`config.mk`:
```
export PLATFORM = sky130hd
export DESIGN_NAME = scancode_to_ascii_queue
export DESIGN_NICKNAME = d
export VERILOG_FILES = /design/src/hw/rtl/s2aq_pkg.sv /design/src/hw/rtl/s2aq_front.sv /design/src/hw/rtl/s2aq_queue.sv /design/src/hw/rtl/s2aq_back.sv /design/src/hw/rtl/scancode_to_ascii_queue.sv
export VERILOG_INCLUDE_DIRS = /design/src /design/src/hw/rtl
export SDC_FILE = /design/constraint.sdc
export NUM_CORES = 1
export LEC_CHECK = 0
export BUFFER_PORTS_ARGS = -buffer_cell sky130_fd_sc_hd__buf_2
export CAP_MARGIN = 20
export CELL_PAD_IN_SITES_DETAIL_PLACEMENT = 1
export CELL_PAD_IN_SITES_GLOBAL_PLACEMENT = 1
export CORE_AREA = 2 2 125 127
export DETAILED_ROUTE_END_ITERATION = 12
export DIE_AREA = 0 0 127 129
export PLACE_DENSITY = 0.85
export SETUP_SLACK_MARGIN = 0.05
export SKIP_LAST_GASP = 1
export SLEW_MARGIN = 40
export SYNTH_ARGS = -nofsm -noshare
export SYNTH_HDL_FRONTEND = slang
export SYNTH_SLANG_ARGS = --single-unit
```
`constraint.sdc`:
```
create_clock -name clock -period 6.3 [get_ports clock]
set_clock_uncertainty 0.05 [all_clocks]
set_input_delay 0.945 -clock clock [delete_from_list [all_inputs] [get_ports clock]]
set_output_delay 0.945 -clock clock [all_outputs]
set_load 0.005 [all_outputs]
```
`src/hw/rtl/scancode_to_ascii_queue_defines.svh`:
```
// Assertion macros for the scancode-to-ASCII queue RTL.
// Included by s2aq_back, the module that carries concurrent assertions; no other dependencies.
`ifndef SCANCODE_TO_ASCII_QUEUE_DEFINES_SVH
`define SCANCODE_TO_ASCII_QUEUE_DEFINES_SVH

// Same-cycle implication, disabled while reset is high.
`define S2AQ_ASSERT_NOW(label, clk, rst, ante, cons) \
   label: assert property (@(posedge clk) disable iff (rst) (ante) |-> (cons)) \
      else $error("s2aq assertion failed");

// Next-cycle implication, disabled while reset is high.
`define S2AQ_ASSERT_NEXT(label, clk, rst, ante, cons) \
   label: assert property (@(posedge clk) disable iff (rst) (ante) |=> (cons)) \
      else $error("s2aq assertion failed");

`endif

```
`src/hw/rtl/s2aq_pkg.sv`:
```
// Shared types, constants and key tables for the scancode-to-ASCII queue.
// No dependencies; used by every module of the block.
`timescale 1ns / 1ps
`default_nettype none

package s2aq_pkg;

   localparam int RING_DEPTH_DEFAULT = 16;
   localparam int QUEUE_DEPTH        = 2;
   localparam int KEY_COUNT          = 58;
   localparam int CHAR_W             = 7;
   localparam int RSP_W              = 16;

   localparam logic       KIND_SCAN    = 1'b0;
   localparam logic       KIND_READ    = 1'b1;
   localparam logic [7:0] RELEASE_MASK = 8'h80;
   localparam logic [6:0] KEY_MASK     = 7'h7F;

   localparam logic [6:0] CODE_LSHIFT = 7'h2A;
   localparam logic [6:0] CODE_RSHIFT = 7'h36;
   localparam logic [6:0] CODE_LCTRL  = 7'h1D;
   localparam logic [6:0] CODE_LALT   = 7'h38;
   localparam logic [6:0] CODE_CAPS   = 7'h3A;
   localparam logic [6:0] CAPS_LOW    = 7'h10;
   localparam logic [6:0] CAPS_HIGH   = 7'h32;

   typedef enum logic [1:0] {
      OP_NONE,
      OP_PUSH,
      OP_POP
   } op_kind_type;

   typedef struct packed {
      logic caps;
      logic alt;
      logic ctrl;
      logic shift;
   } mods_type;

   typedef struct packed {
      op_kind_type        kind;
      logic [CHAR_W-1:0]  ch;
      mods_type           mods;
   } op_type;

   // Packed so that the character sits in the lowest bits.
   typedef struct packed {
      logic              caps_on;
      logic              alt_held;
      logic              ctrl_held;
      logic              shift_held;
      logic              key_waiting;
      logic              char_valid;
      logic [CHAR_W-1:0] character;
   } rsp_type;

   localparam logic [CHAR_W-1:0] LOWER_MAP [KEY_COUNT] = '{
      7'h00, 7'h00, 7'h31, 7'h32, 7'h33, 7'h34, 7'h35, 7'h36, 7'h37, 7'h38,
      7'h39, 7'h30, 7'h2D, 7'h3D, 7'h08, 7'h09, 7'h71, 7'h77, 7'h65, 7'h72,
      7'h74, 7'h79, 7'h75, 7'h69, 7'h6F, 7'h70, 7'h5B, 7'h5D, 7'h0A, 7'h00,
      7'h61, 7'h73, 7'h64, 7'h66, 7'h67, 7'h68, 7'h6A, 7'h6B, 7'h6C, 7'h3B,
      7'h27, 7'h60, 7'h00, 7'h5C, 7'h7A, 7'h78, 7'h63, 7'h76, 7'h62, 7'h6E,
      7'h6D, 7'h2C, 7'h2E, 7'h2F, 7'h00, 7'h2A, 7'h00, 7'h20
   };

   localparam logic [CHAR_W-1:0] UPPER_MAP [KEY_COUNT] = '{
      7'h00, 7'h00, 7'h21, 7'h40, 7'h23, 7'h24, 7'h25, 7'h5E, 7'h26, 7'h2A,
      7'h28, 7'h29, 7'h5F, 7'h2B, 7'h08, 7'h09, 7'h51, 7'h57, 7'h45, 7'h52,
      7'h54, 7'h59, 7'h55, 7'h49, 7'h4F, 7'h50, 7'h7B, 7'h7D, 7'h0A, 7'h00,
      7'h41, 7'h53, 7'h44, 7'h46, 7'h47, 7'h48, 7'h4A, 7'h4B, 7'h4C, 7'h3A,
      7'h22, 7'h7E, 7'h00, 7'h7C, 7'h5A, 7'h58, 7'h43, 7'h56, 7'h42, 7'h4E,
      7'h4D, 7'h3C, 7'h3E, 7'h3F, 7'h00, 7'h2A, 7'h00, 7'h20
   };

endpackage

`default_nettype wire

```
`src/hw/rtl/s2aq_front.sv`:
```
// Front end: takes request beats, tracks modifier keys and translates presses.
// Depends on s2aq_pkg for the key codes, the key tables and the operation type.
`timescale 1ns / 1ps
`default_nettype none

module s2aq_front (
   input  wire logic              clock,
   input  wire logic              reset,
   input  wire logic              in_valid,
   input  wire logic              in_kind,
   input  wire logic [7:0]        in_scan,
   input  wire logic              in_ready,
   output s2aq_pkg::op_type       op_out
);

   s2aq_pkg::mods_type mods_ff;
   s2aq_pkg::mods_type mods_in;
   logic [6:0]         key;
   logic               released;
   logic               upper;
   logic [s2aq_pkg::CHAR_W-1:0] lookup;

   assign key      = in_scan[6:0] & s2aq_pkg::KEY_MASK;
   assign released = (in_scan & s2aq_pkg::RELEASE_MASK) != 8'h00;

   // Caps lock swaps the case only across the letter rows.
   always_comb begin
      upper  = mods_ff.shift;
      lookup = '0;
      if (mods_ff.caps && (key inside {[s2aq_pkg::CAPS_LOW:s2aq_pkg::CAPS_HIGH]})) begin
         upper = !mods_ff.shift;
      end
      if (key < 7'(s2aq_pkg::KEY_COUNT)) begin
         lookup = upper ? s2aq_pkg::UPPER_MAP[key[5:0]] : s2aq_pkg::LOWER_MAP[key[5:0]];
      end
   end

   always_comb begin
      mods_in     = mods_ff;
      op_out.kind = s2aq_pkg::OP_NONE;
      op_out.ch   = lookup;
      if (in_kind == s2aq_pkg::KIND_READ) begin
         op_out.kind = s2aq_pkg::OP_POP;
      end else if (key inside {s2aq_pkg::CODE_LSHIFT, s2aq_pkg::CODE_RSHIFT}) begin
         mods_in.shift = !released;
      end else if (key == s2aq_pkg::CODE_LCTRL) begin
         mods_in.ctrl = !released;
      end else if (key == s2aq_pkg::CODE_LALT) begin
         mods_in.alt = !released;
      end else if (key == s2aq_pkg::CODE_CAPS) begin
         if (!released) begin
            mods_in.caps = !mods_ff.caps;
         end
      end else if (!released && (lookup != '0)) begin
         op_out.kind = s2aq_pkg::OP_PUSH;
      end
      op_out.mods = mods_in;
   end

   always_ff @(posedge clock) begin
      if (reset) begin
         mods_ff <= '0;
      end else if (in_valid && in_ready) begin
         mods_ff <= mods_in;
      end
   end

endmodule

`default_nettype wire

```
`src/hw/rtl/s2aq_queue.sv`:
```
// Short operation queue between the front end and the ring back end.
// Depends on s2aq_pkg for the operation type and the queue depth.
`timescale 1ns / 1ps
`default_nettype none

module s2aq_queue (
   input  wire logic              clock,
   input  wire logic              reset,
   input  wire logic              in_valid,
   output      logic              in_ready,
   input  wire s2aq_pkg::op_type  in_op,
   output      logic              out_valid,
   input  wire logic              out_ready,
   output s2aq_pkg::op_type       out_op
);

   localparam int IDX_W = (s2aq_pkg::QUEUE_DEPTH > 1) ? $clog2(s2aq_pkg::QUEUE_DEPTH) : 1;
   localparam int CNT_W = $clog2(s2aq_pkg::QUEUE_DEPTH + 1);

   s2aq_pkg::op_type entries_ff [s2aq_pkg::QUEUE_DEPTH];
   logic [IDX_W-1:0] wr_ptr_ff, wr_ptr_in;
   logic [IDX_W-1:0] rd_ptr_ff, rd_ptr_in;
   logic [CNT_W-1:0] count_ff, count_in;
   logic             push;
   logic             pop;

   assign in_ready  = count_ff != CNT_W'(s2aq_pkg::QUEUE_DEPTH);
   assign out_valid = count_ff != '0;
   assign out_op    = entries_ff[rd_ptr_ff];
   assign push      = in_valid && in_ready;
   assign pop       = out_valid && out_ready;

   always_comb begin
      wr_ptr_in = wr_ptr_ff;
      rd_ptr_in = rd_ptr_ff;
      count_in  = count_ff;
      if (push) begin
         wr_ptr_in = (wr_ptr_ff == IDX_W'(s2aq_pkg::QUEUE_DEPTH - 1)) ? '0 : wr_ptr_ff + 1'b1;
      end
      if (pop) begin
         rd_ptr_in = (rd_ptr_ff == IDX_W'(s2aq_pkg::QUEUE_DEPTH - 1)) ? '0 : rd_ptr_ff + 1'b1;
      end
      if (push && !pop) begin
         count_in = count_ff + 1'b1;
      end else if (pop && !push) begin
         count_in = count_ff - 1'b1;
      end
   end

   always_ff @(posedge clock) begin
      if (reset) begin
         wr_ptr_ff <= '0;
         rd_ptr_ff <= '0;
         count_ff  <= '0;
      end else begin
         wr_ptr_ff <= wr_ptr_in;
         rd_ptr_ff <= rd_ptr_in;
         count_ff  <= count_in;
      end
   end

   always_ff @(posedge clock) begin
      if (push) begin
         entries_ff[wr_ptr_ff] <= in_op;
      end
   end

endmodule

`default_nettype wire

```
`src/hw/rtl/s2aq_back.sv`:
```
// Back end: character ring with push and pop, and the registered response stage.
// Depends on s2aq_pkg and on the assertion macros in the defines header.
`timescale 1ns / 1ps
`default_nettype none
`include "scancode_to_ascii_queue_defines.svh"

module s2aq_back #(
   parameter int RING_DEPTH = s2aq_pkg::RING_DEPTH_DEFAULT
) (
   input  wire logic              clock,
   input  wire logic              reset,
   input  wire logic              op_valid,
   output      logic              op_ready,
   input  wire s2aq_pkg::op_type  op,
   output      logic              rsp_valid,
   input  wire logic              rsp_ready,
   output s2aq_pkg::rsp_type      rsp
);

   localparam int PTR_W = $clog2(RING_DEPTH);

   logic [s2aq_pkg::CHAR_W-1:0] ring_mem [RING_DEPTH];
   logic [s2aq_pkg::CHAR_W-1:0] rdata_ff;
   logic [PTR_W-1:0]            wp_ff, wp_in, wp_next;
   logic [PTR_W-1:0]            rp_ff, rp_in, rp_next;
   logic                        out_valid_ff, out_valid_in;
   logic                        char_valid_ff;
   logic                        key_waiting_ff;
   s2aq_pkg::mods_type          mods_ff;
   logic                        go;
   logic                        full;
   logic                        empty;
   logic                        do_push;
   logic                        do_pop;

   // The response register is either empty or being taken this cycle.
   assign op_ready = !out_valid_ff || rsp_ready;
   assign go       = op_valid && op_ready;

   assign wp_next = (wp_ff == PTR_W'(RING_DEPTH - 1)) ? '0 : wp_ff + 1'b1;
   assign rp_next = (rp_ff == PTR_W'(RING_DEPTH - 1)) ? '0 : rp_ff + 1'b1;
   assign full    = wp_next == rp_ff;
   assign empty   = wp_ff == rp_ff;
   assign do_push = go && (op.kind == s2aq_pkg::OP_PUSH) && !full;
   assign do_pop  = go && (op.kind == s2aq_pkg::OP_POP) && !empty;

   always_comb begin
      wp_in        = do_push ? wp_next : wp_ff;
      rp_in        = do_pop ? rp_next : rp_ff;
      out_valid_in = out_valid_ff;
      if (go) begin
         out_valid_in = 1'b1;
      end else if (rsp_ready) begin
         out_valid_in = 1'b0;
      end
   end

   always_ff @(posedge clock) begin
      if (reset) begin
         wp_ff        <= '0;
         rp_ff        <= '0;
         out_valid_ff <= 1'b0;
      end else begin
         wp_ff        <= wp_in;
         rp_ff        <= rp_in;
         out_valid_ff <= out_valid_in;
      end
   end

   // A push is written before any pop of the same slot can read it.
   always_ff @(posedge clock) begin
      if (do_push) begin
         ring_mem[wp_ff] <= op.ch;
      end
      if (do_pop) begin
         rdata_ff <= ring_mem[rp_ff];
      end
   end

   always_ff @(posedge clock) begin
      if (go) begin
         char_valid_ff  <= do_pop;
         key_waiting_ff <= rp_in != wp_in;
         mods_ff        <= op.mods;
      end
   end

   assign rsp_valid       = out_valid_ff;
   assign rsp.character   = char_valid_ff ? rdata_ff : '0;
   assign rsp.char_valid  = char_valid_ff;
   assign rsp.key_waiting = key_waiting_ff;
   assign rsp.shift_held  = mods_ff.shift;
   assign rsp.ctrl_held   = mods_ff.ctrl;
   assign rsp.alt_held    = mods_ff.alt;
   assign rsp.caps_on     = mods_ff.caps;

   `S2AQ_ASSERT_NEXT(a_full_push_dropped, clock, reset,
      go && (op.kind == s2aq_pkg::OP_PUSH) && full, $stable(wp_ff))
   `S2AQ_ASSERT_NEXT(a_empty_pop_invalid, clock, reset,
      go && (op.kind == s2aq_pkg::OP_POP) && empty, out_valid_ff && !char_valid_ff)
   `S2AQ_ASSERT_NEXT(a_stall_holds_char, clock, reset,
      out_valid_ff && !rsp_ready, out_valid_ff && $stable(rsp))
   `S2AQ_ASSERT_NOW(a_pop_needs_nonempty, clock, reset,
      do_pop, wp_ff != rp_ff)

endmodule

`default_nettype wire

```
`src/hw/rtl/scancode_to_ascii_queue.sv`:
```
// Channel   Direction  tdata (low bit up)                                     tuser
// req       in         scan_byte[7:0]                                         kind
// rsp       out        character[6:0], char_valid, key_waiting, shift_held,   -
//                      ctrl_held, alt_held, caps_on, zero fill
// One beat is taken every cycle while the operation queue has room; each request gives
// one response, registered through the front-end queue and then the response register.
// Ring push or pop uses the ring memory's one write and one read port.
// A stalled response holds the back end; the two-entry queue then fills and req_tready
// falls. Reset is synchronous and clears the modifiers, the ring pointers and the queue.
// Depends on s2aq_pkg, s2aq_front, s2aq_queue and s2aq_back.
`timescale 1ns / 1ps
`default_nettype none

module scancode_to_ascii_queue #(
   parameter int RING_DEPTH = s2aq_pkg::RING_DEPTH_DEFAULT
) (
   input  wire logic                       clock,
   input  wire logic                       reset,
   input  wire logic                       req_tvalid,
   output      logic                       req_tready,
   input  wire logic [7:0]                 req_tdata,   // scan_byte[7:0]
   input  wire logic                       req_tuser,   // kind
   output      logic                       rsp_tvalid,
   input  wire logic                       rsp_tready,
   output      logic [s2aq_pkg::RSP_W-1:0] rsp_tdata    // character, char_valid, key_waiting,
                                                        // shift, ctrl, alt, caps, zeros
);

   s2aq_pkg::op_type  front_op;
   s2aq_pkg::op_type  queue_op;
   s2aq_pkg::rsp_type rsp;
   logic              queue_valid;
   logic              back_ready;

   s2aq_front u_front (
      .clock    (clock),
      .reset    (reset),
      .in_valid (req_tvalid),
      .in_kind  (req_tuser),
      .in_scan  (req_tdata),
      .in_ready (req_tready),
      .op_out   (front_op)
   );

   s2aq_queue u_queue (
      .clock     (clock),
      .reset     (reset),
      .in_valid  (req_tvalid),
      .in_ready  (req_tready),
      .in_op     (front_op),
      .out_valid (queue_valid),
      .out_ready (back_ready),
      .out_op    (queue_op)
   );

   s2aq_back #(
      .RING_DEPTH (RING_DEPTH)
   ) u_back (
      .clock     (clock),
      .reset     (reset),
      .op_valid  (queue_valid),
      .op_ready  (back_ready),
      .op        (queue_op),
      .rsp_valid (rsp_tvalid),
      .rsp_ready (rsp_tready),
      .rsp       (rsp)
   );

   assign rsp_tdata = s2aq_pkg::RSP_W'(rsp);

endmodule

`default_nettype wire

```
==> reports/qor.csv, run 1 <==
stage;metric;value;unit
sta;setup_slack;2490;ps
clock_tree;cts.path.max_buffers;2;
clock_tree;cts.repair.resized;0;
run;maxCapViolations;0;
clock_tree;post_cts_buffers;0;
critical_path;rr_startpoint;u_back.wp_ff[0];
sta;worstMarginPinSlew;862.5;ps
clock_tree;numCtsBuffers;17;
critical_path;r2r_cells;8;
placed_design;post-place-ws;2067;ps
drt;via_per_inst;6.438;
logic_synthesis;syn_area_per_cell;13.92;µm²
finish;drive_gt1_frac;0.2161;
critical_path;worstPathArrival;3930;ps
finish;area_growth;9.142;%
die;placementRows;45;
critical_path;cpPeakStageDelay;540;ps
logic_synthesis;ys_seq_area_frac;0.5921;
critical_path;path_buf_inv;2;
drt;antenna_left;0;
finish;num-nets-final;638;
global_route;grtUsageMet3;0.04948;
logic_synthesis;synth_adder_area_share;0.02724;
critical_path;r2r_end;u_back.ring_mem[3][1];
min_path;min_path_cells;2;
logic_synthesis;ys_ff_latch;169;
placed_design;io_buffers;27;
sta;slew_violations;0;
die;dieArea;16380;µm²
sta;finalSetupViolCount;0;
logic_synthesis;netlist_instances;594;
logic_synthesis;synth_edf_count;151;
critical_path;cp_slowest_cell;buf_2;
sta;tns;0;ps
power_and_ir_drop;pwr-share-clk;0.327;
logic_synthesis;muxShareOfSynthArea;0.1332;
logic_synthesis;yosysTopAreaCellShare;0.5485;
finish;n_antenna_cell;0;
sta;hold_viol_final;0;
global_route;grt-busiest-layer;met2;
die;ios;31;
clock_tree;cts_max_level;4;
sta;period_minus_slack;3810;ps
die;initial_core_util;0.5520;
clock_tree;cts-hold-fix-buffers;0;
critical_path;r2r_setup_slack;2770;ps
finish;final_common_cell;edfxtp_1;
run_status;status;finished clean;
critical_path;cp.required;6420;ps
placed_design;placed_area;8484;µm²
die;die_w;127;µm
logic_synthesis;synth-main-ff-cell;edfxtp_1;
critical_path;crit_cells;10;
die;core-area;14980;µm²
logic_synthesis;synth.area.top_cells;edfxtp_1 (55%), mux4_2 (9.8%), dfxtp_1 (4.4%);
finish;fin_area;9022;µm²
logic_synthesis;yosys.area_share.xor_xnor;0.02845;
logic_synthesis;synth_compound_area_frac;0.09051;
drt;totalWireLength;21030;µm
sta;grt_setup_unrepaired;no;
drt;drtIter0Drc;440;
drt;dr_total_vias;5202;
min_path;hp-start;u_queue.rd_ptr_ff;
logic_synthesis;synthSimpleGateAreaFrac;0.09081;
critical_path;crit_family;compound AO/OA/AOI/OAI gates;
power_and_ir_drop;p_int;2.065;mW
power_and_ir_drop;power_leakage;3.031;nW
sta;min_period_over_period;0.6048;
finish;final_core_util;0.6024;
global_route;antenna_found_initial;0;
power_and_ir_drop;cellPowerDensity;320.3;nW/µm²
drt;dr.pass1.iters;5;
finish;final_cell_mix;edfxtp_1 (151), nor2_1 (50), mux4_2 (36);
placed_design;dp_hpwl;14250;µm
critical_path;crit_chain;buf_2 > inv_2 > ha_1 > nor2b_1 > o311ai_4 > xnor2_1 > o221ai_1 > a22oi_1 > nand2b_1 > o31a_1;
global_route;use_met2;0.4810;
power_and_ir_drop;seq_power_share;0.501;
placed_design;globalplace.congestion;0.9178;
global_route;grt_overflow;0;
min_path;hold_path_class;register to register;
power_and_ir_drop;comb_power_share;0.172;
critical_path;crit_path_end_kind;register;
logic_synthesis;synth_top_family_by_area;multiplexers;
power_and_ir_drop;ir_drop;195.4;µV
clock_tree;cts.sinks;169;
global_route;grt_pass1_vias;5519;
clock_tree;path_clk_slew;70;ps
critical_path;worstSetupStartpointType;primary input;
global_route;grt_pass1_wl;32460;µm
power_and_ir_drop;swShare;0.2852;
drt;post_drt_wl_per_cell;26.02;µm
drt;drc_errors;0;
logic_synthesis;synth_top_cell_by_area;edfxtp_1;
sta;maxSlewHeadroom;0.4229;
global_route;grt_max_degree;51;
critical_path;critPathMaxFanout;38;
logic_synthesis;synth_area;8267;µm²
power_and_ir_drop;power_switching;0.8241;mW
critical_path;crit_type;primary input to register;
sta;max_freq;0.2625;GHz
sta;holdWs;496.4;ps
logic_synthesis;ys_warn_count;0;
global_route;track_usage;0.2686;
clock_tree;root_buffer;clkbuf_16;
logic_synthesis;synthArstFlopShare;0;
die;die_height;129;µm
clock_tree;clkLatencyLatePin;430;ps
clock_tree;tritoncts;built;
logic_synthesis;ys_types;75;
global_route;grtUsageMet1;0.3248;
-- power groups by stage --
| stage | logic [mW] | clock network (mW) | registers, mW |
|---|---|---|---|
| 2_1_floorplan | 0.334 | 0 | 1.44 |
| 3_3_place_gp | 0.440 | 0 | 1.46 |
| 3_5_place_dp | 0.482 | 0 | 1.47 |
| 4_1_cts | 0.494 | 0.946 | 1.45 |
| 5_1_grt | 0.534 | 0.986 | 1.46 |
| 6_report | 0.498 | 0.944 | 1.45 |
-- metrics by stage --
stage          power, mW  cells
2_1_floorplan      1.777    596
6_report           2.890    808
3_5_place_dp       1.951    776
5_1_grt            2.976    808
4_1_cts            2.888    808
3_3_place_gp       1.898    776
-- registers in the layout, indices dropped and copies added, names as in the netlist, named ones only --
name,cells
u_queue.wr_ptr_ff,1
u_queue.count_ff,2
u_back.wp_ff,4
u_back.rsp,4
u_front.mods_ff,4
u_back.ring_mem,112
u_queue.rd_ptr_ff,1
u_back.char_valid_ff,1
u_back.rp_ff,4
u_back.key_waiting_ff,1
u_queue.entries_ff,26
u_back.rdata_ff,7
u_back.rsp_valid,1
-- kinds of logic after synthesis --
kind of cell	count (synthesis)
multiplexers	63
other	1
buffers and inverters	66
XOR/XNOR	26
flip-flops	169
adder cells (fa/ha/maj)	18
AND/OR/NAND/NOR	147
AO/OA/AOI/OAI	104
-- tightest hold or removal path: cells and delay by family (launching register included) --
kind          cells  cell delay (ps)
flops             1              330
xor+xnor          1              100
simple gates      1               80
-- layout make-up --
type                    count  area [µm²]
repair buffers             33       182.7
fillers                  1458        5954
flip-flops and latches    169        4897
clock inverters            14       102.6
well taps                 188       235.2
clock buffers              18       429.2
inverters                  25       93.84
multi-input cells         361        3082
-- cells in the mapped netlist, drive strengths merged (4+ instances only) --
master / count
a21oi: 27
a31oi: 7
and2: 7
buf: 26
clkbuf: 15
dfxtp: 18
edfxtp: 151
ha: 18
inv: 24
mux2: 13
mux2i: 14
mux4: 36
nand2: 31
nand2b: 8
nand3: 4
nor2: 52
nor2b: 9
nor3: 17
nor4: 4
o211ai: 6
o21ai: 17
o221ai: 4
xnor2: 15
xor2: 11
-- layer usage --
layer	vias to the layer above	routed length, µm
met5	-	0
met4	0	510
met3	42	826
met2	183	11310
met1	2682	8378
li1	2295	-
-- worst max-delay path by stage --
stage | to | startpoint
5_1_grt | u_queue.entries_ff[0][11] | req_tdata[2]
3_3_place_gp | u_queue.entries_ff[0][11] | req_tdata[2]
2_1_floorplan | u_queue.entries_ff[0][11] | req_tdata[0]
6_report | u_queue.entries_ff[0][11] | req_tdata[2]
4_1_cts | u_queue.entries_ff[0][11] | req_tdata[2]
3_5_place_dp | u_queue.entries_ff[1][11] | req_tdata[2]
Power figures use the tool's default switching activity.
==> run 2, diff against run 1 <==
--- a/config.mk
+++ b/config.mk
@@ -10,10 +10,10 @@
 export CAP_MARGIN = 20
 export CELL_PAD_IN_SITES_DETAIL_PLACEMENT = 1
 export CELL_PAD_IN_SITES_GLOBAL_PLACEMENT = 1
-export CORE_AREA = 2 2 125 127
+export CORE_AREA = 2 2 130 132
 export DETAILED_ROUTE_END_ITERATION = 12
-export DIE_AREA = 0 0 127 129
-export PLACE_DENSITY = 0.85
+export DIE_AREA = 0 0 132 134
+export PLACE_DENSITY = 0.79
 export SETUP_SLACK_MARGIN = 0.05
 export SKIP_LAST_GASP = 1
 export SLEW_MARGIN = 40
==> constraint.sdc (replaced) <==
create_clock -name clock -period 3.76 [get_ports clock]
set_clock_uncertainty 0.05 [all_clocks]
set_input_delay 0.564 -clock clock [delete_from_list [all_inputs] [get_ports clock]]
set_output_delay 0.564 -clock clock [all_outputs]
set_load 0.005 [all_outputs]
==> run 2 against run 1 <==
  * Global-route usage decreased by 1.8 points
  * Register-to-register slack got worse by 2400 ps
  * Combinational power increased by 66%
  * Final cell count increased by 5.1%
  * Critical path type is now register to register
  * Critical endpoint is now u_back.ring_mem[7][1]
  * Largest cell class unchanged
==> reports/qor.csv, run 2 (synthesized netlist as in run 1, its figures left out) <==
stage;metric;value;unit;change
placed_design;dp_hpwl;14360;µm;+0.79%
critical_path;crit_path_end_kind;register;;
critical_path;cp.required;3760;ps;-2660 ps
global_route;grtUsageMet3;0.04384;;-0.005640
clock_tree;cts.sinks;169;;unchanged
sta;holdWs;352.5;ps;-143.9 ps
sta;tns;0;ps;unchanged
critical_path;cpPeakStageDelay;720;ps;+180 ps
drt;totalWireLength;21060;µm;+0.16%
sta;slew_violations;0;;unchanged
min_path;min_path_cells;1;;-1
sta;period_minus_slack;3365;ps;
critical_path;r2r_cells;7;;-1
drt;antenna_left;0;;unchanged
drt;drtIter0Drc;314;;-29%
global_route;antenna_found_initial;0;;unchanged
finish;num-nets-final;647;;+1.4%
global_route;grt_pass1_vias;5572;;+0.96%
placed_design;globalplace.congestion;0.8998;;-2.0%
run;maxCapViolations;0;;unchanged
global_route;grtUsageMet1;0.3010;;-0.02379
run_status;status;finished clean;;
power_and_ir_drop;p_int;3.563;mW;+73%
sta;max_freq;0.2972;GHz;
clock_tree;cts.path.max_buffers;2;;unchanged
finish;reg_top3;u_back.ring_mem: 112 flops, u_queue.entries_ff: 26 flops, u_back.rdata_ff: 7 flops;;
critical_path;r2r_setup_slack;390;ps;-2380 ps
clock_tree;path_clk_slew;70;ps;about the same
global_route;grt_pass1_wl;33120;µm;+2.0%
min_path;hold_path_class;primary input to register;;
finish;n_antenna_cell;0;;unchanged
drt;via_per_inst;6.107;;-5.1%
finish;final_common_cell;edfxtp_1;;
placed_design;dp_cells;817;;+5.3%
critical_path;rr_startpoint;u_back.wp_ff[0];;
sta;min_period_over_period;0.8950;;
finish;drive_gt1_frac;0.2273;;+0.01122
die;die_height;134;µm;+3.9%
clock_tree;post_cts_buffers;0;;unchanged
critical_path;crit_family;simple AND/OR/NAND/NOR gates;;
min_path;whs_endpoint;u_queue.entries_ff[0][12];;
critical_path;crit_type;register to register;;
sta;maxSlewHeadroom;0.4205;;-0.002387
clock_tree;numCtsBuffers;17;;unchanged
die;die_w;132;µm;+3.9%
critical_path;path_buf_inv;1;;-1
power_and_ir_drop;p_total;4.947;mW;+71%
die;dieArea;17690;µm²;+8.0%
power_and_ir_drop;pwr-share-clk;0.343;;+0.016
global_route;grt-busiest-layer;met2;;
global_route;track_usage;0.2502;;-0.01837
die;core-area;16290;µm²;+8.8%
power_and_ir_drop;power_switching;1.384;mW;+68%
clock_tree;cts_max_level;4;;unchanged
drt;drc_errors;0;;unchanged
clock_tree;root_buffer;clkbuf_16;;
critical_path;worstSetupStartpointType;register;;
placed_design;io_buffers;27;;unchanged
power_and_ir_drop;cellPowerDensity;539.7;nW/µm²;+69%
drt;post_drt_wl_per_cell;24.81;µm;-4.7%
sta;finalSetupViolCount;0;;unchanged
power_and_ir_drop;swShare;0.2798;;-0.005398
global_route;grt_max_degree;38;;-25%
die;ios;31;;unchanged
critical_path;cp_slowest_cell;nor2_1;;
sta;worstMarginPinSlew;866.1;ps;+3.566 ps
critical_path;r2r_end;u_back.ring_mem[7][1];;
power_and_ir_drop;comb_power_share;0.168;;-0.004
finish;fin_area;9166;µm²;+1.6%
drt;dr.pass1.iters;5;;unchanged
clock_tree;clkLatencyLatePin;430;ps;about the same
power_and_ir_drop;seq_power_share;0.489;;-0.012
finish;largest_register;u_back.ring_mem;;
finish;final_cell_mix;edfxtp_1 (151), nor2_1 (49), mux4_2 (36);;
power_and_ir_drop;power_leakage;3.099;nW;+2.2%
placed_design;placed_area;8587;µm²;+1.2%
clock_tree;tritoncts;built;;
die;initial_core_util;0.5075;;-0.04447
finish;area_growth;10.88;%;
finish;largest_register_ffs;112;;unchanged
critical_path;crit_chain;ha_1 > inv_1 > a311oi_2 > xor2_1 > a21oi_2 > nand2_1 > nor2_1;;
sta;grt_setup_unrepaired;no;;
global_route;use_met2;0.4407;;-0.04034
critical_path;critPathMaxFanout;9;;-76%
drt;dr_total_vias;5185;;-0.33%
finish;final_cells;849;;+5.1%
global_route;grt_overflow;0;;unchanged
sta;hold_viol_final;0;;unchanged
min_path;hp-start;req_tuser;;
power_and_ir_drop;ir_drop;326.0;µV;+67%
clock_tree;cts-hold-fix-buffers;0;;unchanged
die;placementRows;47;;+4.4%
critical_path;worstPathArrival;3360;ps;-570 ps
clock_tree;cts.repair.resized;0;;unchanged
run 2: changes by cell type in the layout (fill, tap and decap cells not counted), sizes merged:
| cell | change |
|---|---|
| clkbuf | +1 |
| buf | +9 |
| inv | +5 |
| clkinv | -5 |
| clkinvlp | -2 |
| bufinv | +1 |
run 2: how the worst max path moves through the flow:
stage / from / end / slack, ps / depth (start not counted)
finish: u_back.wp_ff[0] / u_back.ring_mem[7][1] / 390 / 7
global placement: req_tdata[1] / u_queue.entries_ff[0][11] / 590 / 10
detailed placement: req_tdata[1] / u_queue.entries_ff[1][11] / 440 / 11
global route: u_back.wp_ff[0] / u_back.ring_mem[7][0] / 250 / 7
floorplan: req_tdata[0] / u_queue.entries_ff[0][11] / 770 / 11
CTS: u_back.wp_ff[0] / u_back.ring_mem[11][4] / 450 / 7
run 2: cell type report:
class / instances / area, µm²
clock buffers: 19 / 442.9
clock inverters: 13 / 131.4
fillers: 1610 / 7123
inverters: 25 / 93.84
multi-input cells: 361 / 3079
flip-flops and latches: 169 / 4896
well taps: 220 / 275.3
repair buffers: 42 / 247.7
run 2: per-stage QoR:
stage	setup WS, ps	utilization
after CTS	449.4	0.5624
after global placement	585.1	0.5270
after global routing	252.5	0.5627
final	394.8	0.5627
after detailed placement	440.0	0.5272
after floorplan	770.4	-
run 2: routing by layer:
metal  vias to the layer above  routed length [µm]  share of wire
met5                         -                   0              0
met4                         0                 746          0.035
met3                        56                 663          0.031
met2                       165               11200           0.53
met1                      2653                8451           0.40
li1                       2311                   -              -
run 2: worst reg2reg max path, cell delays in order, from the launching register on:
cell,delay (ps)
dfxtp_1,560
ha_1,360
inv_1,120
a311oi_2,280
xor2_1,170
a21oi_2,450
nand2_1,290
nor2_1,720
run 2: power by group through the flow:
| stage | Sequential (mW) | Clock, mW | Combinational (mW) |
|---|---|---|---|
| 6_report | 2.42 | 1.70 | 0.829 |
| 5_1_grt | 2.44 | 1.78 | 0.901 |
| 4_1_cts | 2.42 | 1.71 | 0.829 |
| 3_5_place_dp | 2.46 | 0 | 0.807 |
| 3_3_place_gp | 2.44 | 0 | 0.745 |
| 2_1_floorplan | 2.42 | 0 | 0.560 |
